### config.mk
export PLATFORM = sky130hd
export DESIGN_NAME = bitmap_range_slot_allocator
export DESIGN_NICKNAME = d
export VERILOG_FILES = /design/src/hw/rtl/brsa_pkg.sv /design/src/hw/rtl/bitmap_range_slot_allocator.sv /design/src/hw/rtl/brsa_cfg.sv /design/src/hw/rtl/brsa_map.sv /design/src/hw/rtl/brsa_seq.sv
export SDC_FILE = /design/constraint.sdc
export NUM_CORES = 1
export LEC_CHECK = 0
export ABC_CLOCK_PERIOD_IN_PS = 3800
export BUFFER_PORTS_ARGS = -buffer_cell sky130_fd_sc_hd__buf_4
export CAP_MARGIN = 5
export CORE_AREA = 2 2 333 335
export DETAILED_ROUTE_END_ITERATION = 6
export DIE_AREA = 0 0 335 337
export GPL_TIMING_DRIVEN = 0
export SLEW_MARGIN = 20
export SYNTH_ARGS = -nofsm -noshare
export SYNTH_HDL_FRONTEND = slang
export SYNTH_SLANG_ARGS = --single-unit
### constraint.sdc
create_clock -name clk_i -period 3.8 [get_ports clk_i]
set_input_delay 0.38 -clock clk_i [delete_from_list [all_inputs] [get_ports clk_i]]
set_output_delay 0.38 -clock clk_i [all_outputs]
set_load 0.05 [all_outputs]
### src/hw/rtl/brsa_pkg.sv
// Package for the slot allocator: shared widths, command and register codes,
// and the structs passed between the configuration, map and sequencer blocks.
// No dependencies.
`default_nettype none

package brsa_pkg;

  localparam int unsigned Slots    = 256;
  localparam int unsigned IdxW     = $clog2(Slots);
  localparam int unsigned CntW     = 9;
  localparam int unsigned AddrW    = 48;
  localparam int unsigned StrideW  = 13;
  localparam int unsigned OffW     = IdxW + StrideW;
  localparam int unsigned DataW    = 64;
  localparam int unsigned PaddrW   = 5;

  localparam logic [IdxW-1:0] LastIdx    = IdxW'(Slots - 1);
  localparam logic [CntW-1:0] SlotsCnt   = CntW'(Slots);
  localparam logic [StrideW-1:0] StrideRst = StrideW'(32);
  localparam logic [CntW-1:0] ActiveRst  = CntW'(256);

  typedef enum logic {
    CmdAlloc = 1'b0,
    CmdFree  = 1'b1
  } cmd_e;

  typedef enum logic [1:0] {
    RegCpuBase = 2'd0,
    RegGpuBase = 2'd1,
    RegStride  = 2'd2,
    RegActive  = 2'd3
  } reg_idx_e;

  typedef struct packed {
    logic [AddrW-1:0]   cpu_base;
    logic [AddrW-1:0]   gpu_base;
    logic [StrideW-1:0] stride;
    logic [CntW-1:0]    active;
  } cfg_t;

  typedef struct packed {
    logic shift;
    logic wr_bit;
  } map_ctrl_t;

endpackage

`default_nettype wire

### src/hw/rtl/bitmap_range_slot_allocator.sv
// Bitmap range slot allocator: first-fit contiguous slot allocation and
// release. Top level; depends on brsa_pkg, brsa_cfg, brsa_map, brsa_seq.
//
// Input channel (in_valid_i/in_stall_o) carries one command per transfer:
// allocate count slots, or free count slots from start_index. Output
// channel (out_valid_o/out_stall_i) returns one result per command.
// The used map is a rotating shift register that presents one slot per
// cycle, so each pass over it visits all Slots (256) slots.
// A free takes one clearing pass; an allocate takes one scan pass and, when
// a run is found, one marking pass. The result is registered in the finish
// state after the last pass, once the output register is free. One command
// is in work at a time; in_stall_o is high from acceptance until the result
// is placed in the output register. A held result does not block the next
// command; a command that finishes while the previous result is still
// stalled waits until that transfer. Reset clears the map (every slot free)
// and loads the register defaults. The user writes registers over the
// APB-style port only while no command is active; the block does not enforce it.
`default_nettype none

module bitmap_range_slot_allocator (
  input  wire logic                        clk_i,
  input  wire logic                        rst_ni,
  input  wire logic                        psel,
  input  wire logic                        penable,
  input  wire logic                        pwrite,
  input  wire logic [brsa_pkg::PaddrW-1:0] paddr,
  input  wire logic [brsa_pkg::DataW-1:0]  pwdata,
  output logic      [brsa_pkg::DataW-1:0]  prdata,
  output logic                             pready,
  input  wire logic                        in_valid_i,
  output logic                             in_stall_o,
  input  wire logic                        command_i,
  input  wire logic [brsa_pkg::CntW-1:0]   count_i,
  input  wire logic [brsa_pkg::IdxW-1:0]   start_index_i,
  output logic                             out_valid_o,
  input  wire logic                        out_stall_i,
  output logic                             ok_o,
  output logic      [brsa_pkg::IdxW-1:0]   first_slot_o,
  output logic      [brsa_pkg::AddrW-1:0]  cpu_address_o,
  output logic      [brsa_pkg::AddrW-1:0]  gpu_address_o,
  output logic      [brsa_pkg::CntW-1:0]   granted_count_o
);
  import brsa_pkg::*;

  cfg_t      cfg;
  map_ctrl_t map_ctrl;
  logic      tap;

  brsa_cfg u_cfg (
    .clk_i   (clk_i),
    .rst_ni  (rst_ni),
    .psel    (psel),
    .penable (penable),
    .pwrite  (pwrite),
    .paddr   (paddr),
    .pwdata  (pwdata),
    .prdata  (prdata),
    .pready  (pready),
    .cfg_o   (cfg)
  );

  brsa_map u_map (
    .clk_i  (clk_i),
    .rst_ni (rst_ni),
    .ctrl_i (map_ctrl),
    .tap_o  (tap)
  );

  brsa_seq u_seq (
    .clk_i           (clk_i),
    .rst_ni          (rst_ni),
    .in_valid_i      (in_valid_i),
    .in_stall_o      (in_stall_o),
    .command_i       (command_i),
    .count_i         (count_i),
    .start_index_i   (start_index_i),
    .out_valid_o     (out_valid_o),
    .out_stall_i     (out_stall_i),
    .ok_o            (ok_o),
    .first_slot_o    (first_slot_o),
    .cpu_address_o   (cpu_address_o),
    .gpu_address_o   (gpu_address_o),
    .granted_count_o (granted_count_o),
    .cfg_i           (cfg),
    .tap_i           (tap),
    .map_ctrl_o      (map_ctrl)
  );

endmodule

`default_nettype wire

### src/hw/rtl/brsa_cfg.sv
// APB-style register file for the slot allocator: base addresses, slot stride
// and active slot count. Depends on brsa_pkg.
`default_nettype none

module brsa_cfg (
  input  wire logic                        clk_i,
  input  wire logic                        rst_ni,
  input  wire logic                        psel,
  input  wire logic                        penable,
  input  wire logic                        pwrite,
  input  wire logic [brsa_pkg::PaddrW-1:0] paddr,
  input  wire logic [brsa_pkg::DataW-1:0]  pwdata,
  output logic      [brsa_pkg::DataW-1:0]  prdata,
  output logic                             pready,
  output brsa_pkg::cfg_t                   cfg_o
);
  import brsa_pkg::*;

  cfg_t     cfg_q, cfg_d;
  reg_idx_e idx;
  logic     wr_en;

  assign pready = 1'b1;
  assign idx    = reg_idx_e'(paddr[PaddrW-1:3]);
  assign wr_en  = psel && penable && pwrite && pready;
  assign cfg_o  = cfg_q;

  always_comb begin
    cfg_d = cfg_q;
    if (wr_en) begin
      unique case (idx)
        RegCpuBase: cfg_d.cpu_base = pwdata[AddrW-1:0];
        RegGpuBase: cfg_d.gpu_base = pwdata[AddrW-1:0];
        RegStride:  cfg_d.stride   = pwdata[StrideW-1:0];
        RegActive:  cfg_d.active   = pwdata[CntW-1:0];
        default:    cfg_d = cfg_q;
      endcase
    end
  end

  always_comb begin
    unique case (idx)
      RegCpuBase: prdata = DataW'(cfg_q.cpu_base);
      RegGpuBase: prdata = DataW'(cfg_q.gpu_base);
      RegStride:  prdata = DataW'(cfg_q.stride);
      RegActive:  prdata = DataW'(cfg_q.active);
      default:    prdata = '0;
    endcase
  end

  always_ff @(posedge clk_i or negedge rst_ni) begin
    if (!rst_ni) begin
      cfg_q.cpu_base <= '0;
      cfg_q.gpu_base <= '0;
      cfg_q.stride   <= StrideRst;
      cfg_q.active   <= ActiveRst;
    end else begin
      cfg_q <= cfg_d;
    end
  end

endmodule

`default_nettype wire

### src/hw/rtl/brsa_map.sv
// Slot used map held as a rotating shift register: one slot passes the tap
// per shift, and a full pass of Slots shifts restores alignment. Depends on brsa_pkg.
`default_nettype none

module brsa_map (
  input  wire logic                clk_i,
  input  wire logic                rst_ni,
  input  wire brsa_pkg::map_ctrl_t ctrl_i,
  output logic                     tap_o
);
  import brsa_pkg::*;

  logic [Slots-1:0] map_q, map_d;

  assign tap_o = map_q[0];

  always_comb begin
    map_d = map_q;
    if (ctrl_i.shift) begin
      map_d = {ctrl_i.wr_bit, map_q[Slots-1:1]};
    end
  end

  always_ff @(posedge clk_i or negedge rst_ni) begin
    if (!rst_ni) begin
      map_q <= '0;
    end else begin
      map_q <= map_d;
    end
  end

endmodule

`default_nettype wire

### src/hw/rtl/brsa_seq.sv
// Command sequencer: bit-serial first-fit scan, mark and clear passes over the
// rotating slot map, address build and output register. Depends on brsa_pkg.
`default_nettype none

module brsa_seq (
  input  wire logic                        clk_i,
  input  wire logic                        rst_ni,
  input  wire logic                        in_valid_i,
  output logic                             in_stall_o,
  input  wire logic                        command_i,
  input  wire logic [brsa_pkg::CntW-1:0]   count_i,
  input  wire logic [brsa_pkg::IdxW-1:0]   start_index_i,
  output logic                             out_valid_o,
  input  wire logic                        out_stall_i,
  output logic                             ok_o,
  output logic      [brsa_pkg::IdxW-1:0]   first_slot_o,
  output logic      [brsa_pkg::AddrW-1:0]  cpu_address_o,
  output logic      [brsa_pkg::AddrW-1:0]  gpu_address_o,
  output logic      [brsa_pkg::CntW-1:0]   granted_count_o,
  input  wire brsa_pkg::cfg_t              cfg_i,
  input  wire logic                        tap_i,
  output brsa_pkg::map_ctrl_t              map_ctrl_o
);
  import brsa_pkg::*;

  typedef enum logic [2:0] {
    StIdle,
    StScan,
    StMark,
    StClear,
    StFinish
  } state_e;

  state_e            state_q, state_d;
  logic              cmd_q, cmd_d;
  logic [CntW-1:0]   cnt_q, cnt_d;
  logic [IdxW-1:0]   base_q, base_d;
  logic [OffW-1:0]   boff_q, boff_d;
  logic [IdxW-1:0]   idx_q, idx_d;
  logic [OffW-1:0]   off_q, off_d;
  logic [CntW-1:0]   run_q, run_d;
  logic              hit_q, hit_d;
  logic              ovld_q, ovld_d;
  logic              ok_q, ok_d;
  logic [IdxW-1:0]   slot_q, slot_d;
  logic [AddrW-1:0]  cpu_q, cpu_d;
  logic [AddrW-1:0]  gpu_q, gpu_d;
  logic [CntW-1:0]   gcnt_q, gcnt_d;

  logic [CntW-1:0]   active_eff;
  logic [CntW-1:0]   idx_ext;
  logic [CntW-1:0]   rel;
  logic              in_act;
  logic              in_span;
  logic              last;
  logic              granted;

  assign active_eff = (cfg_i.active > SlotsCnt) ? SlotsCnt : cfg_i.active;
  assign idx_ext    = CntW'(idx_q);
  assign rel        = idx_ext - CntW'(base_q);
  assign in_act     = idx_ext < active_eff;
  assign in_span    = (idx_ext >= CntW'(base_q)) && (rel < cnt_q);
  assign last       = idx_q == LastIdx;
  assign granted    = (cmd_q == CmdAlloc) && hit_q;

  assign in_stall_o      = state_q != StIdle;
  assign out_valid_o     = ovld_q;
  assign ok_o            = ok_q;
  assign first_slot_o    = slot_q;
  assign cpu_address_o   = cpu_q;
  assign gpu_address_o   = gpu_q;
  assign granted_count_o = gcnt_q;

  always_comb begin
    state_d = state_q;
    cmd_d   = cmd_q;
    cnt_d   = cnt_q;
    base_d  = base_q;
    boff_d  = boff_q;
    idx_d   = idx_q;
    off_d   = off_q;
    run_d   = run_q;
    hit_d   = hit_q;
    ovld_d  = ovld_q && out_stall_i;
    ok_d    = ok_q;
    slot_d  = slot_q;
    cpu_d   = cpu_q;
    gpu_d   = gpu_q;
    gcnt_d  = gcnt_q;
    map_ctrl_o.shift  = 1'b0;
    map_ctrl_o.wr_bit = tap_i;

    unique case (state_q)
      StIdle: begin
        if (in_valid_i) begin
          cmd_d   = command_i;
          cnt_d   = count_i;
          base_d  = start_index_i;
          boff_d  = '0;
          idx_d   = '0;
          off_d   = '0;
          run_d   = '0;
          hit_d   = 1'b0;
          state_d = (command_i == CmdFree) ? StClear : StScan;
        end
      end
      StScan: begin
        map_ctrl_o.shift = 1'b1;
        if (!hit_q && in_act) begin
          if (tap_i) begin
            run_d = '0;
          end else begin
            if (run_q == '0) begin
              base_d = idx_q;
              boff_d = off_q;
            end
            run_d = run_q + 1'b1;
            if (run_d == cnt_q) begin
              hit_d = 1'b1;
            end
          end
        end
        off_d = off_q + OffW'(cfg_i.stride);
        idx_d = last ? '0 : idx_q + 1'b1;
        if (last) begin
          off_d   = '0;
          state_d = hit_d ? StMark : StFinish;
        end
      end
      StMark: begin
        map_ctrl_o.shift  = 1'b1;
        map_ctrl_o.wr_bit = tap_i || in_span;
        idx_d = last ? '0 : idx_q + 1'b1;
        if (last) begin
          state_d = StFinish;
        end
      end
      StClear: begin
        map_ctrl_o.shift  = 1'b1;
        map_ctrl_o.wr_bit = tap_i && !(in_span && in_act);
        idx_d = last ? '0 : idx_q + 1'b1;
        if (last) begin
          state_d = StFinish;
        end
      end
      StFinish: begin
        if (!ovld_q || !out_stall_i) begin
          ovld_d  = 1'b1;
          ok_d    = (cmd_q == CmdFree) || hit_q;
          slot_d  = granted ? base_q : '0;
          cpu_d   = granted ? cfg_i.cpu_base + AddrW'(boff_q) : '0;
          gpu_d   = granted ? cfg_i.gpu_base + AddrW'(boff_q) : '0;
          gcnt_d  = granted ? cnt_q : '0;
          state_d = StIdle;
        end
      end
      default: state_d = StIdle;
    endcase
  end

  always_ff @(posedge clk_i or negedge rst_ni) begin
    if (!rst_ni) begin
      state_q <= StIdle;
      cmd_q   <= 1'b0;
      cnt_q   <= '0;
      base_q  <= '0;
      boff_q  <= '0;
      idx_q   <= '0;
      off_q   <= '0;
      run_q   <= '0;
      hit_q   <= 1'b0;
      ovld_q  <= 1'b0;
      ok_q    <= 1'b0;
      slot_q  <= '0;
      cpu_q   <= '0;
      gpu_q   <= '0;
      gcnt_q  <= '0;
    end else begin
      state_q <= state_d;
      cmd_q   <= cmd_d;
      cnt_q   <= cnt_d;
      base_q  <= base_d;
      boff_q  <= boff_d;
      idx_q   <= idx_d;
      off_q   <= off_d;
      run_q   <= run_d;
      hit_q   <= hit_d;
      ovld_q  <= ovld_d;
      ok_q    <= ok_d;
      slot_q  <= slot_d;
      cpu_q   <= cpu_d;
      gpu_q   <= gpu_d;
      gcnt_q  <= gcnt_d;
    end
  end

  a_accept_leaves_idle: assert property (@(posedge clk_i) disable iff (!rst_ni)
    in_valid_i && !in_stall_o |=> state_q == StScan || state_q == StClear)
    else $error("accepted command did not start a pass");

  a_idle_counters_clear: assert property (@(posedge clk_i) disable iff (!rst_ni)
    state_q == StIdle |-> idx_q == '0 && off_q == '0)
    else $error("pass counters not cleared between commands");

  a_mark_needs_hit: assert property (@(posedge clk_i) disable iff (!rst_ni)
    state_q == StMark |-> hit_q)
    else $error("mark pass without a found run");

  a_fail_zero_fields: assert property (@(posedge clk_i) disable iff (!rst_ni)
    out_valid_o && !ok_o |-> granted_count_o == '0 && first_slot_o == '0)
    else $error("failed allocate carries non-zero fields");

endmodule

`default_nettype wire

==> reports/qor.tcl <==
set qor(outcome) {completed}
set qor(wl_met1_um) 33200
set qor(synth-seq-cells) 570
set qor(num_rows) 122
set qor(routedWlPerCell_um) 16.4
set qor(timing.final.crit_share_pct) 92.8
set qor(cp.required_ns) 4.30
set qor(number_of_buffers_inserted_during_clock_tree_synthesis) 57
set qor(power_density_over_the_cells_mw_per_mm2) 446
set qor(worst_hold_path_type) {in -> reg}
set qor(critical_path_sink_type) {flip-flop}
set qor(grt_antenna_before_repair) 3
set qor(clock_tree_from_tritoncts) {built}
set qor(route.vias.total) 21300
set qor(postSynth.asyncResetShare_pct) 100
set qor(ys_warn_count) 0
set qor(drt_pre_antenna_iters) 5
set qor(floorplan.die.height_um) 337
set qor(groute.usage.overall_pct) 13.4
set qor(power.static_leakage_uw) 0.0160
set qor(slew_headroom_pct) 24.1
set qor(timing_worst_slew_pin_value_ns) 1.14
set qor(clock_root_buffer) {clkbuf_16}
set qor(initialDrtViolationCount) 1390
set qor(critPathMaxFanout) 10
set qor(gate_count_of_the_mapped_netlist) 2869
set qor(wire_length_of_the_first_global_routing_pass_um) 120000
set qor(chipWidth_um) 335
set qor(rrSetupSlack_ns) 0.27
set qor(floorplan.initialDensity_pct) 24.7
set qor(final.setup_skew_ns) 0.0305
set qor(synth-edff-count) 0
set qor(crit_start) {u_seq.boff_q[0]$_DFFE_PN0P_}
set qor(drcViolationCount) 0
set qor(final_max_slew_viol_count) 0
set qor(met3WireLength_um) 3830
set qor(finalWeightedCongestion) 0.889
set qor(grt_pass1_vias) 20800
set qor(dp_cells) 4554
set qor(worst-endpoint-arrival_ns) 4.03
set qor(irDropWorstVdd_v) 0.000318
set qor(final_hold_viol_count) 0
set qor(final.fill_count) 11400
set qor(cts-root-to-sink-buffers) 3
set qor(finish.net_count) 3414
set qor(highest-signal-layer) {met5}
set qor(syn_avg_cell_area_sq_um) 9.45
set qor(critPathLaunchType) {flip-flop}
set qor(regToRegStartpoint) {u_seq.boff_q[0]$_DFFE_PN0P_}
set qor(die_area_sq_mm) 0.113
set qor(maxCapViolCount) 0
set qor(cts_repair_resize_count) 0
set qor(route.final.wire_length_um) 77000
set qor(postLayoutCoreUtil_pct) 30.4
set qor(path_class) {reg -> reg}
set qor(detailedPlacementHpwl_um) 58000
set qor(fp.coreArea_sq_mm) 0.110
set qor(clock_latency_ns) 0.64
set qor(rsz0062_at_grt) {false}
set qor(clk_pin_slew_ns) 0.07
set qor(proportion_of_layout_cells_with_a_drive_suffix_above_1_pct) 15.7
set qor(hold_path.startpoint) {pwdata[4]}
set qor(post_cts_setup_inserts) 0
set qor(number_of_endpoints_failing_setup_at_the_final_stage) 0
set qor(finalCriticalPeriod_ns) 3.53
set qor(top_ports) 275
set qor(final_ant_viol_nets) 0
set qor(htree_num_levels) 2
set qor(grt.overflow.total) 0
set qor(route.detailed.vias_per_inst) 4.52
set qor(stdcell_count) 4706
set qor(synth_top_flop_cell) {dfrtp_1}
set qor(number_of_library_cell_types_mapped_by_synthesis) 83
set qor(tns_ns) 0
set qor(max_clock_freq_ghz) 0.284
set qor(portion_of_the_post_synthesis_area_used_by_sequential_elements_pct) 52.6
set qor(syn2layout_area_growth_pct) 23.0
set qor(post_synth_instance_area_sq_mm) 0.0271
set qor(grt_max_degree) 87
set qor(place.port_buffers) 236
set qor(wl_met2_um) 37000
set qor(clock-sinks) 570
## critical path, cell delays in order (launching register included)
cell and delay [ns]:
dfrtp_1 0.39, ha_1 0.24, fa_1 0.28, a211o_1 0.17, a211oi_1 0.09, o21bai_1 0.50
a211oi_1 0.19, o31ai_2 0.62, buf_2 0.40, nand3_1 0.13, xor2_1 0.27, o21ai_0 0.11
## synth_stat cells (20+ instances only)
library cell	instances	area (sq um)
ha_1	81	1010
dfrtp_1	568	14200
nand4_1	31	194
o21ai_0	189	946
xor2_1	58	508
clkbuf_1	126	473
mux2_2	117	1320
inv_1	42	158
nor2_1	94	353
nand2_1	1003	3760
a21o_1	26	195
nand2b_1	20	125
mux2i_1	48	480
a21oi_1	65	325
xnor2_1	55	482
and3_1	29	181
nand3_1	53	265
## per-layer routing
layer  track usage, %  vias up
li1                 -    10300
met1             16.7    10400
met2             23.2      486
met3             2.25      128
met4             4.94        6
met5                0        -
## state kept, by name (all words and copies together), names as in the netlist
signal	cells
u_seq.off_q	21
u_seq.ok_o	1
u_map.map_q	256
u_seq.cpu_address_o	48
u_seq.idx_q	8
u_seq.base_q	8
u_cfg.cfg_o	118
u_seq.hit_q	1
u_seq.granted_count_o	9
u_seq.boff_q	21
u_seq.cmd_q	1
u_seq.out_valid_o	1
u_seq.first_slot_o	8
u_seq.state_q	3
u_seq.cnt_q	9
u_seq.gpu_address_o	48
u_seq.run_q	9
## cell usage in the layout (no fill, tap or decap), drive strengths merged, types with 5 or more instances in the layout
cell,synthesis,final
nand4,31,31
buf,41,285
nand3,54,54
xnor2,55,55
o21a,5,5
o211ai,10,10
mux2i,48,48
and2,9,9
ha,81,81
nor3,17,17
bufinv,0,5
a211oi,13,13
mux2,117,117
a21boi,5,5
and3,29,29
nor3b,7,7
dfrtp,568,568
a31oi,20,20
o31ai,7,7
nor2,95,95
o21ai,209,209
clkinv,0,14
dlygate4sd3,0,48
a21oi,67,67
clkbuf,127,206
nand2,1003,1003
conb,2,17
nand2b,20,20
nor2b,7,7
o21bai,6,6
mux4,9,9
a21o,26,26
inv,42,44
xor2,58,58
a22o,11,11
## timing repair
| item | 4_1_cts | 5_1_grt |
|---|---|---|
| setup endpoints to repair | 0 | 0 |
| hold buffers | 48 | 0 |
| hold endpoints to repair | 148 | 0 |
## stage by stage
step	instance area (sq um)	setup WS (ns)	hold WS [ns]	power [uW]
after floorplan	27200	1.04	0.0844	8280
after global placement	30700	-4.03	0.446	9080
after detailed placement	30900	0.304	0.399	9150
after CTS	33400	0.328	0.000664	15100
after global routing	33400	0.132	0.0136	15500
final	33400	0.274	0.0289	14900
## where the power goes
group	switching, uW	leakage [uW]	internal [uW]	total, uW
registers	398	0.00735	6410	6800
logic	1350	0.00773	930	2280
clock network	2480	0.000937	3320	5800
## logic make-up after synthesis
family	count (synthesis)	share of synthesized area (%)
simple gates	1296	19.7
flops	570	52.6
compound gates	419	9.34
buf+inv	210	3.23
mux	174	7.38
xor+xnor	113	3.65
fa+ha+maj	85	4.03
other cells	2	0.0277
## worst paths after layout
kind / depth (start not counted) / endpoint
worst max register to register: 11 / u_seq.gpu_address_o[36]$_DFFE_PN0P_
worst min-delay path: 2 / u_cfg.cfg_o[74]$_DFFE_PN0P_
min in group asynchronous: 2 / u_seq.gpu_address_o[36]$_DFFE_PN0P_
worst min register to register: 2 / u_map.map_q[97]$_DFFE_PN0P_
max in group asynchronous: 4 / u_cfg.cfg_o[14]$_DFFE_PN1P_
worst max-delay path: 11 / u_seq.gpu_address_o[36]$_DFFE_PN0P_
## area by class of cell
| class | count | area [sq um] | area share, % |
|---|---|---|---|
| antenna | 1 | 2.50 | 0.00750 |
| buffer | 168 | 719 | 2.16 |
| clock buffer | 79 | 1610 | 4.82 |
| clock inverter | 24 | 315 | 0.945 |
| inverter | 42 | 158 | 0.473 |
| multi-input combinational | 2104 | 12000 | 36.1 |
| sequential | 570 | 14300 | 42.8 |
| tap | 1426 | 1780 | 5.35 |
| timing repair buffer | 292 | 2460 | 7.38 |
No activity file was read; power rests on OpenSTA's default activity.
